<file path="src/sv/rmq_sqrt.sv">
// ----------------------------------------------------------------------------
// rmq_sqrt
// Pipelined integer square root, one root bit per stage, floor result.
// ----------------------------------------------------------------------------
module rmq_sqrt #(
   parameter int IN_W   = 38,
   parameter int SIDE_W = 8
) (
   input  logic                clock,
   input  logic                reset,
   input  logic                en,
   input  logic                in_valid,
   input  logic [IN_W-1:0]     rad,
   input  logic [SIDE_W-1:0]   side_in,
   output logic                out_valid,
   output logic [IN_W/2-1:0]   root,
   output logic [SIDE_W-1:0]   side_out
);
   localparam int NB = IN_W / 2;
   localparam int RW = NB + 2;

   logic              valid_ff [NB];
   logic [RW-1:0]     rem_ff   [NB];
   logic [NB-1:0]     root_ff  [NB];
   logic [IN_W-1:0]   rad_ff   [NB];
   logic [SIDE_W-1:0] side_ff  [NB];

   for (genvar k = 0; k < NB; k++) begin : g_stage
      logic              v_p;
      logic [RW-1:0]     rem_p;
      logic [NB-1:0]     root_p;
      logic [IN_W-1:0]   rad_p;
      logic [SIDE_W-1:0] side_p;
      logic [RW+1:0]     sh, trial;

      if (k == 0) begin : g_first
         assign v_p    = in_valid;
         assign rem_p  = '0;
         assign root_p = '0;
         assign rad_p  = rad;
         assign side_p = side_in;
      end else begin : g_next
         assign v_p    = valid_ff[k-1];
         assign rem_p  = rem_ff[k-1];
         assign root_p = root_ff[k-1];
         assign rad_p  = rad_ff[k-1];
         assign side_p = side_ff[k-1];
      end

      // bring down the next two radicand bits, try root*4+1
      assign sh    = {rem_p, rad_p[IN_W-1 -: 2]};
      assign trial = (RW+2)'({root_p, 2'b01});

      always_ff @(posedge clock) begin
         if (reset) begin
            valid_ff[k] <= 1'b0;
         end else if (en) begin
            valid_ff[k] <= v_p;
         end
      end

      always_ff @(posedge clock) begin
         if (en) begin
            if (sh >= trial) begin
               rem_ff[k]  <= RW'(sh - trial);
               root_ff[k] <= {root_p[NB-2:0], 1'b1};
            end else begin
               rem_ff[k]  <= RW'(sh);
               root_ff[k] <= {root_p[NB-2:0], 1'b0};
            end
            rad_ff[k]  <= rad_p << 2;
            side_ff[k] <= side_p;
         end
      end
   end

   assign out_valid = valid_ff[NB-1];
   assign root      = root_ff[NB-1];
   assign side_out  = side_ff[NB-1];
endmodule

</file>
<file path="config.mk">
export PLATFORM = sky130hd
export DESIGN_NAME = rmq_sqrt
export DESIGN_NICKNAME = d
export VERILOG_FILES = /design/src/sv/rmq_sqrt.sv
export SDC_FILE = /design/constraint.sdc
export NUM_CORES = 1
export LEC_CHECK = 0
export ABC_AREA = 1
export BUFFER_PORTS_ARGS = -buffer_cell sky130_fd_sc_hd__buf_2
export CAP_MARGIN = 20
export CORE_ASPECT_RATIO = 0.8
export CORE_UTILIZATION = 45
export DETAILED_ROUTE_END_ITERATION = 12
export PLACE_DENSITY_LB_ADDON = 0.25
export SYNTH_ARGS = -nofsm -noshare
export SYNTH_HDL_FRONTEND = slang
export SYNTH_SLANG_ARGS = --single-unit
</file>
<file path="constraint.sdc">
create_clock -name clock -period 4.4 [get_ports clock]
set_input_delay 0.22 -clock clock [delete_from_list [all_inputs] [get_ports clock]]
set_output_delay 0.22 -clock clock [all_outputs]
set_load 0.01 [all_outputs]
</file>
==> summary.md <==
| Metric | Value |
|---|---|
| Status | `finished clean` |
| Pleak | `26.3 nW` |
| Sequential cell area fraction in the yosys report | `59.4%` |
| Synth Area in Simple Gates | `22.1%` |
| Fraction of the mapped netlist area in compound gates | `3.33%` |
| Clock-pin slew on the worst setup and hold paths | `0.07 ns` |
| Final period util | `66.3%` |
| WL final | `117000 µm` |
| Num rows | `112` |
| Worst-Skew Late Latency | `0.76 ns` |
| Via count | `36698` |
| Yosys top cell area share | `59.3%` |
| CTS tree | `done` |
| DP Area | `55400 µm²` |
| Core area | `117000 µm²` |
| Final hold violations | `0` |
| Worst VDD drop | `0.306 mV` |
| Netlist cell types | `53` |
| Area of the multi-input gates | `17600 µm²` |
| Synth area leaders | `edfxtp_1 (59%), nand2_1 (11%), inv_1 (6.8%)` |
| Ant. Diodes | `0` |
| Xor/xnor share of the synthesized area | `2.53%` |
| Maximum clock rate | `343 MHz` |
| Fill cells | `10783` |
| MaxCap Viol Count | `0` |
| Mux contribution to synthesized area | `0%` |
| Clock root cell | `clkbuf_16` |
| Worst rel slew slack | `34.5%` |
| Vias per inst | `4.96` |
| Share of cells above drive strength 1 | `6.05%` |
| Die ar. | `120000 µm²` |
| Worst Hold Class | `in2reg` |
| Final Power | `0.0261 W` |
| Mapped Area | `53400 µm²` |
| # IOs | `78` |
| Post-synth top cells | `nand2_1 (1616), edfxtp_1 (1054), inv_1 (964)` |
| Worst-margin pin slew | `0.983 ns` |
| Seq cells post-synth | `1055` |
| Pre-Repair DR Iteration Count | `6` |
| Die W | `387 µm` |
| Setup_tns | `0 ns` |
| Grt ovf | `0` |
| Fin util | `50.7%` |
| Final Wtd Congestion | `0.912` |
| Main combinational cell family by area after synthesis | `simple AND/OR/NAND/NOR gates` |
| Cell taking the most area after synthesis | `edfxtp_1` |
| Final setup viols | `0` |
| DRT iter0 DRCs | `2813` |
| H-Tree Depth | `3` |
| Residual DRC | `0` |
| Height of the die | `310 µm` |
| Gr usage total | `19.4%` |
| Number of synthesized flops with an enable pin | `1054` |
| Critical path type | `reg2reg` |
| Top_reg_cell synth | `edfxtp_1` |
| Setup Buffers After CTS | `0` |
| Global-route wire length before repair | `184000 µm` |
| Final std cells w/o fill | `7402` |
| Largest net degree at the start of global routing | `147` |
| CP max FO | `22` |
| Synth Net Count | `5858` |
| PD cells | `440 nW/µm²` |
| Setup crit start kind | `flop` |
| Vias in the first global route | `34208` |
| Clock Skew | `0.0752 ns` |
| Drt wl/cell | `15.8 µm` |
| Clk sink count | `1055` |
| Nets@finish | `6041` |
| Starting Density | `45.5%` |
| Hpwl dp | `86600 µm` |
| Clock buffer count from CTS | `107` |
| Dpl cells | `7162` |
| Post_cts resized | `0` |
| Adder-Cell Fraction of Synth Area | `4.95%` |
| Initial antenna violation count | `3` |
| P&R area growth vs syn | `11.3%` |
| Critical Path AT | `3.41 ns` |
| Count leader, synth | `nand2_1` |
| Ys Warns | `0` |
| Cells after Synth | `5597` |
| Post-DRT Antenna Nets | `0` |
| Syn_area_per_cell | `9.53 µm²` |
| Fin. max-slew vios | `0` |
| Design Area, Final | `59400 µm²` |
| RSZ-0062 raised after global routing | `false` |
| Clock buffer depth | `3` |
| Crit path time final | `2.92 ns` |
| Asr flop ratio synth | `0%` |
| CP Capture Type | `flop` |
| Reg area | `31700 µm²` |
| Port Buffers | `77` |
| WP data required | `4.89 ns` |
==> cell families after synthesis <==
logic type,after synthesis
simple gates,2793
xor+xnor,154
flops,1055
buf+inv,1048
compound gates,336
fa+ha+maj,211
==> where the power goes <==
group	internal [W]	switching, W
clock network	0.00507	0.00395
logic	0.00143	0.00284
registers	0.0122	0.000594
total	0.0187	0.00739
==> layout by cell type, fill, tap and decap left out, types with 4 or more instances in the layout <==
master	Yosys	layout
clkbuf_16	0	107
buf_12	1	4
clkinvlp_4	0	6
a21oi_1	149	149
dlygate4sd3_1	0	48
o21ai_0	99	99
xnor2_1	55	55
nand3b_1	48	48
bufinv_16	0	9
edfxtp_1	1054	1054
nor2_1	526	526
o21bai_1	8	8
nand2_2	28	28
or2_2	6	6
clkinv_2	0	16
nor3_1	50	50
nor4_1	9	9
buf_4	22	14
inv_1	964	964
clkinv_1	2	17
nor2_2	22	22
and3_1	4	4
inv_2	13	13
buf_2	18	76
xor2_1	99	99
clkinv_4	0	4
o211ai_1	4	4
clkbuf_1	20	24
nand2_4	5	5
o21ai_1	56	56
nand3_1	355	355
nand2_1	1616	1616
nand3_2	11	11
a21oi_2	7	7
nor3_2	7	7
ha_1	211	211
nand4_1	92	92
==> flip-flops by register name, summed over array words and instances (netlist names) <==
signal and flops:
valid_ff 19, root_ff 190, side_ff 152, rem_ff 352, rad_ff 342
==> routing by layer <==
metal  GRT usage (%)  share of wire (%)  vias up  routed length (µm)
met5               0              0.014        -                  16
met4            4.34                1.8        2                2140
met3            3.18                5.7      148                6620
met2            30.0                 44      876               50900
met1            28.5                 49    17024               56900
li1                -                  -    18648                   -
==> stage by stage <==
| step | hold slack (ns) | setup slack, ns |
|---|---|---|
| final | 0.192 | 1.48 |
| after global routing | 0.137 | 1.26 |
| after CTS | 0.113 | 1.51 |
| after detailed placement | 0.398 | 1.54 |
| after global placement | 0.396 | 1.55 |
| after floorplan | 0.319 | 2.26 |
==> worst max-delay path, stage by stage (launching register included) <==
cell      delay, ns
edfxtp_1       0.54
inv_1          0.08
ha_1           0.38
nand2_1        0.16
inv_1          0.10
nand2_1        0.07
nand2_1        0.05
a21oi_1        0.21
nand3_2        0.35
inv_2          0.43
nand2_1        0.09
o21ai_1        0.20
==> area by class of cell <==
class	instances	share of cell area (%)
clock inverters	59	1.13
clock buffers	133	4.71
inverters	979	6.19
flip-flops and latches	1055	53.3
multi-input cells	3494	29.6
well taps	1539	3.24
repair buffers	143	1.79
==> worst paths after layout <==
kind                                     start        endpoint  slack [ns]  cells after the start
worst max-delay path            root_ff[3][11]   rem_ff[3][28]        1.48                     11
worst min-delay path                    rad[5]    rad_ff[0][5]        0.19                      2
worst max register to register  root_ff[3][11]   rem_ff[3][28]        1.48                     11
worst min register to register  side_ff[17][7]  side_ff[18][7]        0.38                      0
==> timing repair <==
action / 4_1_cts / 5_1_grt
endpoints found under the setup margin: 0 / 0
hold endpoints to repair: 68 / 0
hold buffers: 48 / 0
No activity file was read; power rests on OpenSTA's default activity.
