## src/sv/rmq_pkg.sv

```systemverilog
// ----------------------------------------------------------------------------
// rmq_pkg
// Shared constants and a width helper for the matrix to quaternion core.
// ----------------------------------------------------------------------------
package rmq_pkg;

   localparam int FRAC_BITS_DEF = 14;
   localparam int DATA_W        = 16;
   localparam int LANES         = 4;
   localparam int SAT_MAG       = 32768;
   localparam int SAT_POS       = 32767;

   // magnitude width of one unnormalized component (s or an off-diagonal term)
   function automatic int vec_w(input int frac);
      return ((frac > 17) ? frac : 17) + 1;
   endfunction

endpackage

```

## src/sv/rmq_front.sv

```systemverilog
// ----------------------------------------------------------------------------
// rmq_front
// Case selection, component magnitudes, squares and sum of squares, 4 stages.
// ----------------------------------------------------------------------------
module rmq_front #(
   parameter int FRAC_BITS = rmq_pkg::FRAC_BITS_DEF
) (
   input  logic                                      clock,
   input  logic                                      reset,
   input  logic                                      en,
   input  logic                                      in_valid,
   input  logic signed [rmq_pkg::DATA_W-1:0]         m00, m01, m02,
   input  logic signed [rmq_pkg::DATA_W-1:0]         m10, m11, m12,
   input  logic signed [rmq_pkg::DATA_W-1:0]         m20, m21, m22,
   output logic                                      out_valid,
   output logic                                      out_err,
   output logic [rmq_pkg::LANES-1:0]                 out_neg,
   output logic [rmq_pkg::LANES-1:0][rmq_pkg::vec_w(FRAC_BITS)-1:0] out_mag,
   output logic [2*rmq_pkg::vec_w(FRAC_BITS)+1:0]    out_sumsq
);
   localparam int VW  = rmq_pkg::vec_w(FRAC_BITS);
   localparam int SVW = VW + 1;
   localparam int PW  = 2 * VW;
   localparam int SQW = 2 * VW + 2;
   localparam int L   = rmq_pkg::LANES;

   logic signed [SVW-1:0] e00, e01, e02, e10, e11, e12, e20, e21, e22, one_s;
   logic signed [SVW-1:0] v_in [L];
   logic                  err_in;

   assign e00 = SVW'(m00);  assign e01 = SVW'(m01);  assign e02 = SVW'(m02);
   assign e10 = SVW'(m10);  assign e11 = SVW'(m11);  assign e12 = SVW'(m12);
   assign e20 = SVW'(m20);  assign e21 = SVW'(m21);  assign e22 = SVW'(m22);
   assign one_s = SVW'(1) << FRAC_BITS;

   always_comb begin
      err_in = 1'b0;
      for (int i = 0; i < L; i++) v_in[i] = '0;
      priority if (e11 >= -e22 && e00 >= -e11 && e00 >= -e22) begin
         v_in[0] = one_s + e00 + e11 + e22;
         v_in[1] = e12 - e21;
         v_in[2] = e20 - e02;
         v_in[3] = e01 - e10;
      end else if (e11 <= -e22 && e00 >= e11 && e00 >= e22) begin
         v_in[0] = e12 - e21;
         v_in[1] = one_s + e00 - e11 - e22;
         v_in[2] = e01 + e10;
         v_in[3] = e20 + e02;
      end else if (e11 >= e22 && e00 <= e11 && e00 <= -e22) begin
         v_in[0] = e20 - e02;
         v_in[1] = e01 + e10;
         v_in[2] = one_s - e00 + e11 - e22;
         v_in[3] = e12 + e21;
      end else if (e11 <= e22 && e00 <= -e11 && e00 <= e22) begin
         v_in[0] = e01 - e10;
         v_in[1] = e20 + e02;
         v_in[2] = e12 + e21;
         v_in[3] = one_s - e00 - e11 + e22;
      end else begin
         err_in = 1'b1;
      end
   end

   // stage 1: selected vector
   logic                  s1_valid_ff, s1_err_ff;
   logic signed [SVW-1:0] s1_v_ff [L];
   // stage 2: magnitudes and squares
   logic                  s2_valid_ff, s2_err_ff;
   logic [L-1:0]          s2_neg_ff;
   logic [L-1:0][VW-1:0]  s2_mag_ff;
   logic [PW-1:0]         s2_sq_ff [L];
   // stage 3: pair sums
   logic                  s3_valid_ff, s3_err_ff;
   logic [L-1:0]          s3_neg_ff;
   logic [L-1:0][VW-1:0]  s3_mag_ff;
   logic [PW:0]           s3_pair_ff [2];
   // stage 4: total
   logic                  s4_valid_ff, s4_err_ff;
   logic [L-1:0]          s4_neg_ff;
   logic [L-1:0][VW-1:0]  s4_mag_ff;
   logic [SQW-1:0]        s4_sum_ff;

   logic [L-1:0][VW-1:0]  mag_in;
   logic [L-1:0]          neg_in;

   always_comb begin
      for (int i = 0; i < L; i++) begin
         neg_in[i] = s1_v_ff[i][SVW-1];
         mag_in[i] = neg_in[i] ? VW'(-s1_v_ff[i]) : VW'(s1_v_ff[i]);
      end
   end

   always_ff @(posedge clock) begin
      if (reset) begin
         s1_valid_ff <= 1'b0;
         s2_valid_ff <= 1'b0;
         s3_valid_ff <= 1'b0;
         s4_valid_ff <= 1'b0;
      end else if (en) begin
         s1_valid_ff <= in_valid;
         s2_valid_ff <= s1_valid_ff;
         s3_valid_ff <= s2_valid_ff;
         s4_valid_ff <= s3_valid_ff;
      end
   end

   always_ff @(posedge clock) begin
      if (en) begin
         s1_err_ff <= err_in;
         s1_v_ff   <= v_in;
         s2_err_ff <= s1_err_ff;
         s2_neg_ff <= neg_in;
         s2_mag_ff <= mag_in;
         for (int i = 0; i < L; i++) s2_sq_ff[i] <= PW'(mag_in[i]) * PW'(mag_in[i]);
         s3_err_ff     <= s2_err_ff;
         s3_neg_ff     <= s2_neg_ff;
         s3_mag_ff     <= s2_mag_ff;
         s3_pair_ff[0] <= (PW+1)'(s2_sq_ff[0]) + (PW+1)'(s2_sq_ff[1]);
         s3_pair_ff[1] <= (PW+1)'(s2_sq_ff[2]) + (PW+1)'(s2_sq_ff[3]);
         s4_err_ff <= s3_err_ff;
         s4_neg_ff <= s3_neg_ff;
         s4_mag_ff <= s3_mag_ff;
         s4_sum_ff <= SQW'(s3_pair_ff[0]) + SQW'(s3_pair_ff[1]);
      end
   end

   assign out_valid = s4_valid_ff;
   assign out_err   = s4_err_ff;
   assign out_neg   = s4_neg_ff;
   assign out_mag   = s4_mag_ff;
   assign out_sumsq = s4_sum_ff;
endmodule

```

## config.mk

```make
export PLATFORM = sky130hd
export DESIGN_NAME = rmq_front
export DESIGN_NICKNAME = d
export VERILOG_FILES = /design/src/sv/rmq_pkg.sv /design/src/sv/rmq_front.sv
export SDC_FILE = /design/constraint.sdc
export NUM_CORES = 2
export LEC_CHECK = 0
export BUFFER_PORTS_ARGS = -buffer_cell sky130_fd_sc_hd__buf_2
export CAP_MARGIN = 30
export CORE_UTILIZATION = 53
export CTS_CLUSTER_SIZE = 28
export DETAILED_ROUTE_END_ITERATION = 16
export PLACE_DENSITY = 0.68
export SYNTH_ARGS = -nofsm -noshare
export SYNTH_HDL_FRONTEND = slang
export SYNTH_SLANG_ARGS = --single-unit
export TNS_END_PERCENT = 20
```

## constraint.sdc

```tcl
create_clock -name clock -period 15 [get_ports clock]
set_clock_uncertainty 0.1 [all_clocks]
set_input_delay 2.25 -clock clock [delete_from_list [all_inputs] [get_ports clock]]
set_output_delay 2.25 -clock clock [all_outputs]
set_load 0.05 [all_outputs]
```

==> run metrics <==
Metal-1 WL=81.65 mm; Synth Cell Area=0.07177 mm^2; DP HPWL=160.7 mm; RR Endpoint=s2_sq_ff[2][34]$_DFFE_PP_; Max clock buf depth=3; clock transition at the registers of the reported paths=0.08 ns; r2r startpoint=s1_v_ff[19]$_DFFE_PP_; final layout net count=9528; die extent in y=370.0 um; number of global-route vias before repair=54070; Routed Antenna Nets=0; R2R depth=31; drt first pass iters=5; Synth Area in XOR/XNOR=5.634%; CTS-repair resized insts=0; DR WL/cell=21.03 um; GRT overflow=0; vias post-DR=52830; core area=0.1340 mm^2; status=finished clean; Chip Width=370.0 um; Top Ports=264; min cycle time layout=10.01 ns; number of synthesized register bits=560; FMAX=99.90 MHz; Global Route Usage Sum=29.39%; Worst Max-Slew Pin Slew=1.133 ns; Critical Path Sink=s2_sq_ff[2][34]$_DFFE_PP_; Hold Buf Count CTS=0; Compound-Gate Fraction of Synth Area=10.32%; WL final=198.0 mm; Buffers on Ports=263; setup TNS=0 ns; worst-path fanout max=14; CP max stage delay=0.72 ns; max-cap check violation count=0; flop2flop setup slack=4.99 ns; number of synthesized flops with an enable pin=556; drt first-iter violations=4278; Slew Limit Fails=0; critical path data required time=15.30 ns; RSZ-0062 raised after global routing=false; TritonCTS clock tree=yes; Yosys warning count=0; proportion of synthesized area in mux cells=0.1412%; Syn-to-layout area delta=8.098%; Mapped Nets=9278; Final Cycle Share=66.73%; Post-Synth Simple-Gate Area=10.60%; met3 WL=12.96 mm; Syn Area/Cell=9.774 um^2; first-pass GRT wire length=306.5 mm; critical path class=register to register; Final setup violation count=0; Row Count=134; Synth Area in Adders=41.07%; CTS Sinks=560; H-tree levels=3; clock latency on the worst-skew pair=0.70 ns; Routability Congestion=1.005; full die area=0.1369 mm^2; Met2 Wirelength=93.77 mm; crit path from=s1_v_ff[19]$_DFFE_PP_; Hold Crit Class=register to register; Worst path slowest cell=xor2_1; DRC viols=0; Gate Count Post-Synth=7343; largest family of logic cells by synthesized area=adder cells; postcts setup bufs=0; top routing layer used=met5; Arr. time, crit path=10.31 ns; Initial Util=53.58%; Crit. End Element=register; antenna violations before repair=6; layout cells sized above 1=6.578%; CTS Root Buffer Type=clkbuf_16; CTS Buf Count=67; vias per cell=5.610; Max transition margin=24.45%; Final Hold Fails=0; Top FF cell, synth=edfxtp_1; startpoint types=register; fraction of registers with async set/reset=0%; largest net degree at the start of global routing=165; sequential area share after synthesis=23.37%; synth unique cells=84
==> per-stage QoR <==
stage / hold WS (ns) / instance area, um^2 / instances / setup WS (ns) / utilization (%)
CTS: 0.3124 / 77580 / 9415 / 5.107 / 57.91
global placement: 0.3021 / 75350 / 9290 / 5.295 / 56.25
detailed placement: 0.3045 / 75380 / 9292 / 5.129 / 56.27
floorplan: 0.3003 / 71770 / 7343 / 6.303 / -
global route: 0.3161 / 77580 / 9415 / 4.524 / 57.91
finish: 0.3070 / 77580 / 9416 / 4.990 / 57.91
==> worst min path at each step <==
stage,from,end,slack (ns),depth (start not counted)
4_1_cts,s2_mag_ff[55]$_DFFE_PP_,s3_mag_ff[55]$_DFFE_PP_,0.31,0
5_1_grt,s2_mag_ff[67]$_DFFE_PP_,s3_mag_ff[67]$_DFFE_PP_,0.32,0
3_3_place_gp,s2_mag_ff[45]$_DFFE_PP_,s3_mag_ff[45]$_DFFE_PP_,0.30,0
6_report,s2_neg_ff[0]$_DFFE_PP_,s3_neg_ff[0]$_DFFE_PP_,0.31,0
3_5_place_dp,s3_mag_ff[36]$_DFFE_PP_,out_mag[36]$_DFFE_PP_,0.30,0
2_1_floorplan,s3_err_ff$_DFFE_PP_,out_err$_DFFE_PP_,0.30,0
==> cells in the final DEF (no fill, tap or decap), types with 37 or more instances in the layout <==
cell / Yosys / routed
ha_1: 839 / 839
xor2_1: 136 / 135
inv_1: 1500 / 1500
xnor2_1: 317 / 312
nand3_1: 62 / 62
o21ai_0: 223 / 223
buf_2: 6 / 262
clkbuf_16: 0 / 67
a211oi_1: 47 / 47
nand4_1: 45 / 45
o22ai_1: 41 / 41
buf_4: 1 / 74
nor2b_1: 68 / 68
a21o_1: 135 / 135
fa_1: 948 / 948
nor2_1: 604 / 602
o21a_1: 46 / 46
a21oi_1: 310 / 310
nand2_1: 563 / 563
o21bai_1: 42 / 42
nor3_1: 109 / 107
nand2b_1: 71 / 71
a31oi_1: 37 / 37
edfxtp_1: 556 / 556
==> sequential cells by signal, indices dropped and copies added, names as in the netlist, 4 cells and up <==
name / cells
s2_sq_ff: 136
s3_pair_ff: 74
out_mag: 72
s1_v_ff: 72
s2_mag_ff: 72
s3_mag_ff: 72
out_sumsq: 38
neg_in: 4
out_neg: 4
s2_neg_ff: 4
s3_neg_ff: 4
==> cell families (layout without fill, tap and decap cells) <==
group,Yosys count,in the layout
fa+ha+maj,1787,1787
compound gates,1137,1137
mux,10,10
buf+inv,1689,1993
simple gates,1703,1703
xor+xnor,457,457
flops,560,560
other cells,0,1
==> cells in the mapped netlist (all sizes together), types with 26 or more instances <==
cell type  count  area share (%)
xnor2        321             4.0
ha           839              15
o21ai        224             1.6
nor3         110            0.77
a21oi        310             2.2
a211oi        47            0.49
nor4          34            0.30
inv         1506             7.9
or3           34            0.30
xor2         136             1.7
nor2         605             3.2
clkbuf       145            0.76
o21bai        42            0.44
nand4         45            0.39
and3          32            0.28
nand2        563             2.9
edfxtp       556              23
nand3         62            0.43
a31oi         37            0.32
a221oi        33            0.40
o21a          46            0.48
nor2b         68            0.59
fa           948              26
nand2b        71            0.62
o22ai         41            0.36
a21o         135             1.4
o31ai         26            0.27
==> layout make-up <==
type	count	area [um^2]
Antenna cell	1	2.502
Clock buffer	79	1742
Clock inverter	44	455.4
Fill cell	11770	56380
Inverter	1530	5743
Multi-Input combinational cell	5094	48720
Sequential cell	560	16780
Tap cell	1768	2212
Timing Repair Buffer	340	1933
==> routing by layer <==
| metal | up-vias | GRT usage [%] |
|---|---|---|
| met2 | 1835 | 48.68 |
| met3 | 443 | 4.031 |
| li1 | 24490 | - |
| met1 | 26060 | 38.28 |
| met5 | - | 0 |
| met4 | 4 | 13.46 |
==> worst max-delay path, delay by kind of cell, from the launching register on <==
family | cells | cell delay [ns]
AOI/OAI and AO/OA | 8 | 1.59
and+or+nand+nor | 6 | 1.66
buffers and inverters | 7 | 1.44
DFF | 1 | 0.55
adders and majority gates | 8 | 3.59
xor gates and xnor gates | 2 | 0.81
Power is not shown: default switching activity piles up to over one toggle a cycle in this logic, so the estimate is an artifact.
